**src/design/bcle_pkg.sv**
```systemverilog
// Package for the bounded ordered list engine.
// Holds list depth, derived widths, operation and status codes, and the
// structs passed between the engine, its entry store and the top level.
package bcle_pkg;

  localparam int LIST_DEPTH = 16;
  localparam int IDX_W      = (LIST_DEPTH > 1) ? $clog2(LIST_DEPTH) : 1;
  localparam int LEN_W      = $clog2(LIST_DEPTH + 1);
  localparam int POS_W      = 5;
  localparam int CNT_W      = 5;
  localparam int VAL_W      = 8;
  localparam int CMP_W      = (LEN_W > POS_W) ? LEN_W : POS_W;
  localparam int CNT_MAX    = (1 << CNT_W) - 1;

  typedef enum logic [2:0] {
    KIND_APPEND     = 3'd0,
    KIND_INSERT     = 3'd1,
    KIND_REMOVE_AT  = 3'd2,
    KIND_REMOVE_ALL = 3'd3,
    KIND_QUERY      = 3'd4
  } kind_t;

  typedef enum logic [1:0] {
    ST_DONE = 2'd0,
    ST_FULL = 2'd1,
    ST_NONE = 2'd2
  } status_t;

  // one write port and one registered read port
  typedef struct packed {
    logic             we;
    logic [IDX_W-1:0] waddr;
    logic [VAL_W-1:0] wdata;
    logic [IDX_W-1:0] raddr;
  } store_req_t;

  // one finished result
  typedef struct packed {
    status_t          status;
    logic             found;
    logic [CNT_W-1:0] match_count;
    logic [CNT_W-1:0] list_length;
  } res_t;

  // clamp a list-sized count to the result field width
  function automatic logic [CNT_W-1:0] sat_count(input logic [LEN_W-1:0] v);
    logic [CMP_W:0] e;
    e = (CMP_W + 1)'(v);
    if (e > (CMP_W + 1)'(CNT_MAX)) begin
      return CNT_W'(CNT_MAX);
    end
    return CNT_W'(v);
  endfunction

endpackage

```
**src/design/bcle_store.sv**
```systemverilog
// Entry store of the list engine: one write port, one registered read.
// Depends on bcle_pkg for depth, widths and the request struct.
module bcle_store (
  input  logic                       clk,
  input  bcle_pkg::store_req_t       sreq,
  output logic [bcle_pkg::VAL_W-1:0] rdata
);
  import bcle_pkg::*;

  logic [VAL_W-1:0] mem [LIST_DEPTH];

  // write and registered read; read returns old data on a same-address write
  always_ff @(posedge clk) begin
    if (sreq.we) begin
      mem[sreq.waddr] <= sreq.wdata;
    end
    rdata <= mem[sreq.raddr];
  end

endmodule

```
**src/design/bcle_engine.sv**
```systemverilog
// Sequencer of the list engine: walks the entry store one entry a cycle
// through one shared step counter and one compare. Depends on bcle_pkg.
module bcle_engine (
  input  logic                       clk,
  input  logic                       rst,
  input  logic                       in_valid,
  output logic                       in_ready,
  input  logic [2:0]                 kind,
  input  logic [bcle_pkg::VAL_W-1:0] item_value,
  input  logic [bcle_pkg::POS_W-1:0] position,
  output logic                       res_valid,
  input  logic                       res_ready,
  output bcle_pkg::res_t             res,
  output bcle_pkg::store_req_t       sreq,
  input  logic [bcle_pkg::VAL_W-1:0] rdata
);
  import bcle_pkg::*;

  typedef enum logic [1:0] {S_IDLE, S_WORK, S_TAIL, S_DONE} state_t;

  state_t           state, state_next;
  kind_t            op, op_next;
  status_t          stat, stat_next;
  logic             found, found_next;
  logic [VAL_W-1:0] val, val_next;
  logic [LEN_W-1:0] len, len_next;
  logic [LEN_W-1:0] pidx, pidx_next;
  logic [LEN_W-1:0] count, count_next;
  logic [LEN_W-1:0] wr_ptr, wr_ptr_next;
  logic [IDX_W-1:0] rd_ptr, rd_ptr_next;
  logic [IDX_W-1:0] addr_q, addr_q_next;
  logic             issuing, issuing_next;
  logic             live, live_next;

  logic [LEN_W-1:0] len_m1;
  logic [CMP_W-1:0] pos_ext, len_ext, sat_pos;
  logic             full;
  logic             hit;
  logic [IDX_W-1:0] last_ptr;

  assign len_m1  = len - LEN_W'(1);
  assign pos_ext = CMP_W'(position);
  assign len_ext = CMP_W'(len);
  assign sat_pos = (pos_ext > len_ext) ? len_ext : pos_ext;
  assign full    = (len == LEN_W'(LIST_DEPTH));
  // shared compare unit
  assign hit     = (rdata == val);
  assign last_ptr = (op == KIND_INSERT) ? pidx[IDX_W-1:0] : len_m1[IDX_W-1:0];

  assign in_ready          = (state == S_IDLE);
  assign res_valid         = (state == S_DONE);
  assign res.status        = stat;
  assign res.found         = found;
  assign res.match_count   = sat_count(count);
  assign res.list_length   = sat_count(len);

  // next-state and store request logic
  always_comb begin
    state_next   = state;
    op_next      = op;
    stat_next    = stat;
    found_next   = found;
    val_next     = val;
    len_next     = len;
    pidx_next    = pidx;
    count_next   = count;
    wr_ptr_next  = wr_ptr;
    rd_ptr_next  = rd_ptr;
    addr_q_next  = addr_q;
    issuing_next = issuing;
    live_next    = live;
    sreq         = '0;

    unique case (state)
      S_IDLE: begin
        if (in_valid) begin
          op_next      = kind_t'(kind);
          val_next     = item_value;
          stat_next    = ST_DONE;
          found_next   = 1'b0;
          count_next   = '0;
          wr_ptr_next  = '0;
          pidx_next    = sat_pos[LEN_W-1:0];
          issuing_next = 1'b1;
          live_next    = 1'b0;
          state_next   = S_DONE;
          case (kind_t'(kind))
            KIND_APPEND, KIND_INSERT: begin
              if (full) begin
                stat_next = ST_FULL;
              end else if ((kind_t'(kind) == KIND_APPEND) || (sat_pos == len_ext)) begin
                // lands at the tail: one write
                sreq.we    = 1'b1;
                sreq.waddr = len[IDX_W-1:0];
                sreq.wdata = item_value;
                len_next   = len + LEN_W'(1);
                op_next    = KIND_APPEND;
              end else begin
                // shift up from the tail down to the insert point
                op_next     = KIND_INSERT;
                rd_ptr_next = len_m1[IDX_W-1:0];
                state_next  = S_WORK;
              end
            end
            KIND_REMOVE_AT: begin
              if (pos_ext >= len_ext) begin
                stat_next = ST_NONE;
              end else if (pos_ext == CMP_W'(len_m1)) begin
                len_next = len_m1;
              end else begin
                rd_ptr_next = position[IDX_W-1:0] + IDX_W'(1);
                state_next  = S_WORK;
              end
            end
            KIND_REMOVE_ALL, KIND_QUERY: begin
              if (len == '0) begin
                if (kind_t'(kind) == KIND_REMOVE_ALL) begin
                  stat_next = ST_NONE;
                end
              end else begin
                rd_ptr_next = '0;
                state_next  = S_WORK;
              end
            end
            default: begin
            end
          endcase
        end
      end

      S_WORK: begin
        // issue one read per cycle
        if (issuing) begin
          sreq.raddr  = rd_ptr;
          live_next   = 1'b1;
          addr_q_next = rd_ptr;
          if (rd_ptr == last_ptr) begin
            issuing_next = 1'b0;
          end else if (op == KIND_INSERT) begin
            rd_ptr_next = rd_ptr - IDX_W'(1);
          end else begin
            rd_ptr_next = rd_ptr + IDX_W'(1);
          end
        end else begin
          live_next = 1'b0;
        end
        // act on the entry read last cycle
        if (live) begin
          case (op)
            KIND_INSERT: begin
              sreq.we    = 1'b1;
              sreq.waddr = addr_q + IDX_W'(1);
              sreq.wdata = rdata;
            end
            KIND_REMOVE_AT: begin
              sreq.we    = 1'b1;
              sreq.waddr = addr_q - IDX_W'(1);
              sreq.wdata = rdata;
            end
            KIND_REMOVE_ALL: begin
              if (hit) begin
                count_next = count + LEN_W'(1);
              end else begin
                sreq.we     = 1'b1;
                sreq.waddr  = wr_ptr[IDX_W-1:0];
                sreq.wdata  = rdata;
                wr_ptr_next = wr_ptr + LEN_W'(1);
              end
            end
            KIND_QUERY: begin
              if (hit) begin
                count_next = count + LEN_W'(1);
              end
            end
            default: begin
            end
          endcase
          if (!issuing) begin
            state_next = S_TAIL;
          end
        end
      end

      S_TAIL: begin
        state_next = S_DONE;
        live_next  = 1'b0;
        case (op)
          KIND_INSERT: begin
            sreq.we    = 1'b1;
            sreq.waddr = pidx[IDX_W-1:0];
            sreq.wdata = val;
            len_next   = len + LEN_W'(1);
          end
          KIND_REMOVE_AT: begin
            len_next = len_m1;
          end
          KIND_REMOVE_ALL: begin
            len_next = wr_ptr;
            if (count == '0) begin
              stat_next = ST_NONE;
            end
          end
          KIND_QUERY: begin
            found_next = (count != '0);
          end
          default: begin
          end
        endcase
      end

      S_DONE: begin
        if (res_ready) begin
          state_next = S_IDLE;
        end
      end

      default: state_next = S_IDLE;
    endcase
  end

  // state and registered results
  always_ff @(posedge clk) begin
    if (rst) begin
      state   <= S_IDLE;
      len     <= '0;
      issuing <= 1'b0;
      live    <= 1'b0;
    end else begin
      state   <= state_next;
      len     <= len_next;
      issuing <= issuing_next;
      live    <= live_next;
    end
    op     <= op_next;
    stat   <= stat_next;
    found  <= found_next;
    val    <= val_next;
    pidx   <= pidx_next;
    count  <= count_next;
    wr_ptr <= wr_ptr_next;
    rd_ptr <= rd_ptr_next;
    addr_q <= addr_q_next;
  end

  // length stays within the store
  a_len_bound: assert property (@(posedge clk) disable iff (rst)
    len <= LEN_W'(LIST_DEPTH))
    else $error("list length past depth");

  // writes stay inside the store
  a_waddr_bound: assert property (@(posedge clk) disable iff (rst)
    sreq.we |-> ((LEN_W + 1)'(sreq.waddr) < (LEN_W + 1)'(LIST_DEPTH)))
    else $error("store write out of range");

  // an accepted request closes the input until its result is taken
  a_busy_after_accept: assert property (@(posedge clk) disable iff (rst)
    (in_valid && in_ready) |=> !in_ready)
    else $error("input taken while busy");

  // remove-all never counts more entries than it has walked
  a_compact_bound: assert property (@(posedge clk) disable iff (rst)
    (state == S_WORK && op == KIND_REMOVE_ALL)
      |-> ((LEN_W + 1)'(count) + (LEN_W + 1)'(wr_ptr) <= (LEN_W + 1)'(len)))
    else $error("remove-all counts overrun length");

endmodule

```
**src/design/bounded_char_list_engine_core.sv**
```systemverilog
// Top level of the bounded ordered list engine.
// Instantiates bcle_engine and bcle_store; uses bcle_pkg.
//
// Usage:
//   Input channel (in_valid/in_ready) carries one request: kind, item_value
//   and position. Output channel (out_valid/out_ready) returns one result
//   per request: status, found, match_count and list_length.
//   in_ready is high only while the sequencer is idle; one request is in
//   work at a time.
// Result path:
//   Append, full-list inserts, tail removes, out-of-range removes, unused
//   kinds and operations on an empty list go from idle straight to the done
//   state, then into the output register that raises out_valid. Shifting
//   inserts and removes and the remove-all and query walks read one entry a
//   cycle from the single-read-port entry store before the done state. A
//   new request is taken in the cycle after the result moves to the output
//   register.
// Reset:
//   rst (synchronous) empties the list and clears both channels; the
//   entries themselves are not cleared.
// Stall:
//   A result waits in the output register while out_ready is low; the next
//   request may be accepted and worked, and its result is held in the
//   sequencer until the output register frees up.
module bounded_char_list_engine_core (
  input  logic                       clk,
  input  logic                       rst,
  input  logic                       in_valid,
  output logic                       in_ready,
  input  logic [2:0]                 kind,
  input  logic [bcle_pkg::VAL_W-1:0] item_value,
  input  logic [bcle_pkg::POS_W-1:0] position,
  output logic                       out_valid,
  input  logic                       out_ready,
  output logic [1:0]                 status,
  output logic                       found,
  output logic [bcle_pkg::CNT_W-1:0] match_count,
  output logic [bcle_pkg::CNT_W-1:0] list_length
);
  import bcle_pkg::*;

  store_req_t       sreq;
  logic [VAL_W-1:0] rdata;
  res_t             res;
  logic             res_valid;
  logic             res_ready;

  bcle_engine u_engine (
    .clk        (clk),
    .rst        (rst),
    .in_valid   (in_valid),
    .in_ready   (in_ready),
    .kind       (kind),
    .item_value (item_value),
    .position   (position),
    .res_valid  (res_valid),
    .res_ready  (res_ready),
    .res        (res),
    .sreq       (sreq),
    .rdata      (rdata)
  );

  bcle_store u_store (
    .clk   (clk),
    .sreq  (sreq),
    .rdata (rdata)
  );

  // output register parts the sequencer from the receiver
  assign res_ready = !out_valid || out_ready;

  always_ff @(posedge clk) begin
    if (rst) begin
      out_valid <= 1'b0;
    end else if (res_valid && res_ready) begin
      out_valid <= 1'b1;
    end else if (out_ready) begin
      out_valid <= 1'b0;
    end
    if (res_valid && res_ready) begin
      status      <= res.status;
      found       <= res.found;
      match_count <= res.match_count;
      list_length <= res.list_length;
    end
  end

endmodule

```
**config.mk**
```make
export PLATFORM = sky130hd
export DESIGN_NAME = bounded_char_list_engine_core
export DESIGN_NICKNAME = d
export VERILOG_FILES = /design/src/design/bcle_pkg.sv /design/src/design/bcle_store.sv /design/src/design/bcle_engine.sv /design/src/design/bounded_char_list_engine_core.sv
export SDC_FILE = /design/constraint.sdc
export NUM_CORES = 1
export LEC_CHECK = 0
export BUFFER_PORTS_ARGS = -buffer_cell sky130_fd_sc_hd__buf_4
export CORE_MARGIN = 5
export CORE_UTILIZATION = 42
export CTS_CLUSTER_DIAMETER = 80
export CTS_CLUSTER_SIZE = 8
export DETAILED_ROUTE_END_ITERATION = 10
export GPL_ROUTABILITY_DRIVEN = 0
export PLACE_DENSITY = 0.62
export SETUP_SLACK_MARGIN = 0.4
export SLEW_MARGIN = 40
export SYNTH_ARGS = -nofsm -noshare
export SYNTH_HDL_FRONTEND = slang
export SYNTH_SLANG_ARGS = --single-unit
```
**constraint.sdc**
```tcl
create_clock -name clk -period 7 [get_ports clk]
set_input_delay 1.4 -clock clk [delete_from_list [all_inputs] [get_ports clk]]
set_output_delay 1.4 -clock clk [all_outputs]
set_load 0.01 [all_outputs]
```
==> results_tabular.tex <==
\begin{tabular}{lr}
\hline
Metric & Value \\
\hline
\multicolumn{2}{l}{\textbf{Power}} \\
Post-route total power & 3.60 mW \\
P\_int & 2.37 mW \\
Combinational cell fraction of total power & a little over a quarter \\
Sw Ratio & between 30\% and 40\% \\
Power per cell area & between 300 and 400 nW/um\^{}2 \\
Switching pwr & about 1.2 mW \\
Peak supply drop & between 0.15 and 0.2 mV \\
Leak Pwr & about 3.8 nW \\
Seq pwr share & between 40\% and 50\% \\
Clock network fraction of total power & 27.9\% \\
\multicolumn{2}{l}{\textbf{Cells and area}} \\
Final core area utilization & 47.6\% \\
Layout Area Growth over Synthesis & 12.4\% \\
Count of inserted antenna diode cells & 0 \\
Post-route insts no fill & between 1,000 and 1,500 \\
Fraction of layout instances using a drive strength above 1 & around 20\% \\
Final net count & $\sim$820 \\
Final design area excluding fillers & between 10,000 and 15,000 um\^{}2 \\
Top library cells by usage in the layout, fill and taps aside & 177 x sky130\_fd\_sc\_hd\_\_edfxtp\_1, 56 x sky130\_fd\_sc\_hd\_\_nand2\_1, 56 x sky130\_fd\_sc\_hd\_\_a21oi\_1, 44 x sky130\_fd\_sc\_hd\_\_mux2\_2, 41 x sky130\_fd\_sc\_hd\_\_buf\_4 \\
\# fillers & 1,926 \\
Most common cell after layout, fill and taps aside & sky130\_fd\_sc\_hd\_\_edfxtp\_1 \\
\multicolumn{2}{l}{\textbf{Drt}} \\
DRT iter0 DRCs & roughly 620 \\
Residual DRC count & 0 \\
Post-DRT Antenna Nets & 0 \\
Vias & about 6,300 \\
Via density per instance & approximately 5.9 \\
WL per Instance & 22.2 um \\
Detailed-route wire length & 23.8 mm \\
Router iterations before antenna repair & 5 \\
\multicolumn{2}{l}{\textbf{Setup path}} \\
Critical-path cell with the highest stage delay & sky130\_fd\_sc\_hd\_\_nor3\_2 \\
Critical setup path kind & input port to register \\
CP Capture Type & register \\
CP Data Arrival Time & 4.27 ns \\
Launching instance or port of the critical path & position[1] \\
Cell mode on critical path & sky130\_fd\_sc\_hd\_\_o31a\_4 \\
Largest stage delay, worst path & between 0.6 and 0.7 ns \\
Cells along the critical path & buf\_4 -> ha\_1 -> nor2b\_1 -> o21a\_1 -> o31a\_4 -> o31a\_4 -> a311oi\_4 -> a211oi\_1 -> nor3\_2 \\
Max Fanout on Critical Path & 9 \\
Reg2reg start & u\_engine.op[1] \\
Endpoint required time on the critical path & between 7 and 8 ns \\
Startpoint Class & input port \\
\multicolumn{2}{l}{\textbf{Floorplan}} \\
Chip Width & between 150 and 200 um \\
Die H & about 160 um \\
Initial core utilization & about 42\% \\
I/O pin cnt & 35 \\
Die outline area & approximately 26,000 um\^{}2 \\
Std-Cell Rows & 55 \\
Core ar. & approximately 23,000 um\^{}2 \\
\multicolumn{2}{l}{\textbf{CTS}} \\
Largest buffer count on any clock path & 2 \\
Number of gates given a new drive strength after cts & 0 \\
Total clock sinks & slightly below 200 \\
Clock-pin slew on the worst setup and hold paths & roughly 0.070 ns \\
Clock tree from TritonCTS & yes \\
Total number of H-tree levels & 4 \\
Inserted Clock Buffers & 17 \\
Clock root buffer & sky130\_fd\_sc\_hd\_\_clkbuf\_16 \\
Number of post-CTS setup repair buffers & 0 \\
Cts-stage hold buffer count & 0 \\
Clock insertion delay at the later pin of the skew report & 0.44 ns \\
\multicolumn{2}{l}{\textbf{Synth}} \\
Number of warning messages in the yosys log & 0 \\
Multiplexer share of the synthesized area & about 6.9\% \\
Number of nets in the synthesized netlist & 800 \\
Synth Flop Type & sky130\_fd\_sc\_hd\_\_edfxtp\_1 \\
Netlist area before placement & 9530 um\^{}2 \\
Xor and xnor area share after synthesis & under 10\% \\
Fraction of the mapped netlist area in simple logic gates & 10.0\% \\
Synth Register Bits & approximately 200 \\
Fraction of the mapped netlist area in compound gates & between 10\% and 20\% \\
Fraction of registers with async set or reset after synthesis & 0\% \\
Combinational family with the most area after synthesis & compound AO/OA/AOI/OAI gates \\
Number of enable flip-flop cells after synthesis & 177 \\
Mapped Cells & roughly 760 \\
Adder-cell area share of the yosys netlist & 3.05\% \\
Post-synthesis cell type count & a little under 70 \\
Mean Syn Cell Area & about 13 um\^{}2 \\
Part of the Yosys area used for sequential elements & between 50\% and 60\% \\
\multicolumn{2}{l}{\textbf{Placed design}} \\
Count of port buffers added during placement & 34 \\
Placed Instance Area & a little over 10,000 um\^{}2 \\
Estimated wirelength of the detail-placed design & 16.5 mm \\
Placed cells & just over 1,000 \\
\multicolumn{2}{l}{\textbf{STA}} \\
Transition time of the tightest slew-check pin & between 0.8 and 0.9 ns \\
Setup TNS after final layout & 0 ns \\
Max-slew headroom at the worst pin & between 40\% and 50\% \\
Fin crit share & 60.2\% \\
Unrepaired setup endpoints after global routing & false \\
Max Clock Freq & approximately 240 MHz \\
Final number of setup-violating endpoints & 0 \\
Final Hold Fails & 0 \\
Final slew viol count & 0 \\
Post-layout min period & about 4.2 ns \\
Worst-case clock skew & around 0.015 ns \\
\multicolumn{2}{l}{\textbf{Global routing}} \\
First-pass GRT wire length & roughly 37 mm \\
Total global-route track usage & between 15 and 20\% \\
Vias in the first global route & 6,282 \\
Initial antenna violation count & 0 \\
Remaining global-route overflow & 0 \\
Maximum number of pins on one net before global-route repair & 47 \\
\multicolumn{2}{l}{\textbf{Run status}} \\
Run status & finished clean \\
\multicolumn{2}{l}{\textbf{Job}} \\
Number of max-cap violations & 0 \\
\multicolumn{2}{l}{\textbf{Hold path}} \\
Start point of the worst min-delay path & u\_engine.stat[0] \\
Class of the tightest hold or removal check & register to register \\
\hline
\end{tabular}
-- through the flow --
stage                     hold WS (ns)  setup slack, ns
after global placement           0.402             2.43
after floorplan                  0.400             2.76
after global routing             0.434             2.60
after CTS                        0.424             2.84
final                            0.422             2.79
after detailed placement         0.406             2.39
-- final timing paths --
path / slack [ns] / endpoint / depth (start not counted)
worst max register to register: 2.87 / u_store.mem[2][1] / 11
worst min register to register: 0.42 / status[0] / 0
worst min-delay path: 0.42 / status[0] / 0
worst max-delay path: 2.79 / u_store.mem[2][1] / 9
-- power by group through the flow --
| stage | combinational (mW) | clock [mW] | sequential (mW) |
|---|---|---|---|
| 2_1_floorplan | 0.703 | 0 | 1.56 |
| 5_1_grt | 1.07 | 1.07 | 1.63 |
| 6_report | 0.982 | 1.00 | 1.61 |
| 3_3_place_gp | 0.932 | 0 | 1.63 |
| 3_5_place_dp | 0.962 | 0 | 1.64 |
| 4_1_cts | 0.969 | 1.02 | 1.61 |
-- cell families after synthesis --
| family | after synthesis |
|---|---|
| XOR/XNOR | 38 |
| multiplexers | 60 |
| flip-flops | 195 |
| AO/OA/AOI/OAI | 194 |
| AND/OR/NAND/NOR | 182 |
| adder cells (fa/ha/maj) | 22 |
| buffers and inverters | 67 |
-- sequential cells by signal, summed over array words and instances, names as in the netlist, 2 cells and up --
name             flops
status               2
u_engine.rd_ptr      4
u_store.mem        128
u_engine.op          3
u_engine.count       5
u_engine.pidx        4
u_store.rdata        8
u_engine.val         8
u_engine.len         5
u_engine.state       2
match_count          5
u_engine.wr_ptr      5
u_engine.stat        2
u_engine.addr_q      4
list_length          5
-- Yosys cell counts, types with 3 or more instances --
cell / number / share of area (%)
sky130_fd_sc_hd__and2_1: 13 / 0.85
sky130_fd_sc_hd__mux2_2: 44 / 5.2
sky130_fd_sc_hd__inv_1: 22 / 0.87
sky130_fd_sc_hd__dfxtp_1: 18 / 3.8
sky130_fd_sc_hd__nor2b_1: 9 / 0.59
sky130_fd_sc_hd__nand2_1: 56 / 2.2
sky130_fd_sc_hd__a22oi_1: 8 / 0.63
sky130_fd_sc_hd__buf_4: 3 / 0.24
sky130_fd_sc_hd__nor4_2: 3 / 0.39
sky130_fd_sc_hd__nor3_2: 5 / 0.53
sky130_fd_sc_hd__o22ai_1: 12 / 0.79
sky130_fd_sc_hd__nor2_1: 36 / 1.4
sky130_fd_sc_hd__nand3b_1: 3 / 0.24
sky130_fd_sc_hd__nor3_1: 7 / 0.37
sky130_fd_sc_hd__a21o_1: 4 / 0.32
sky130_fd_sc_hd__xor2_1: 17 / 1.6
sky130_fd_sc_hd__mux2i_1: 16 / 1.7
sky130_fd_sc_hd__nand3_1: 21 / 1.1
sky130_fd_sc_hd__and3_1: 6 / 0.39
sky130_fd_sc_hd__o21ai_0: 37 / 1.9
sky130_fd_sc_hd__a311o_1: 7 / 0.74
sky130_fd_sc_hd__a21oi_1: 63 / 3.3
sky130_fd_sc_hd__nand2b_1: 8 / 0.53
sky130_fd_sc_hd__a221oi_1: 13 / 1.2
sky130_fd_sc_hd__a211oi_1: 6 / 0.47
sky130_fd_sc_hd__o31ai_1: 7 / 0.55
sky130_fd_sc_hd__o211ai_1: 4 / 0.32
sky130_fd_sc_hd__o21a_1: 5 / 0.39
sky130_fd_sc_hd__clkbuf_1: 28 / 1.1
sky130_fd_sc_hd__ha_1: 20 / 2.6
sky130_fd_sc_hd__edfxtp_1: 177 / 56
sky130_fd_sc_hd__buf_1: 5 / 0.20
sky130_fd_sc_hd__a31oi_1: 3 / 0.20
sky130_fd_sc_hd__xnor2_1: 20 / 1.8
sky130_fd_sc_hd__buf_2: 9 / 0.47
-- worst max-delay path: cells and delay by family --
| kind | cells | cell delay, ns |
|---|---|---|
| AOI/OAI and AO/OA | 5 | 1.62 |
| and+or+nand+nor | 2 | 0.78 |
| adders and majority gates | 1 | 0.32 |
| buffers and inverters | 1 | 0.14 |
-- area by class of cell --
type / instances / area (um^2) / area share (%)
clock buffers: 17 / 425 / 3.97
clock inverters: 15 / 188 / 1.75
inverters: 22 / 82.6 / 0.771
multi-input cells: 496 / 3680 / 34.3
flip-flops and latches: 195 / 5680 / 53.0
well taps: 285 / 357 / 3.33
repair buffers: 41 / 308 / 2.87
-- metal layers --
metal	up-vias	track usage, %	routed length (um)
met4	0	4.85	310
met2	264	28.2	11100
li1	2900	-	-
met5	-	0	0
met1	3153	27.0	10500
met3	25	4.41	1920
Power figures use the tool's default switching activity.
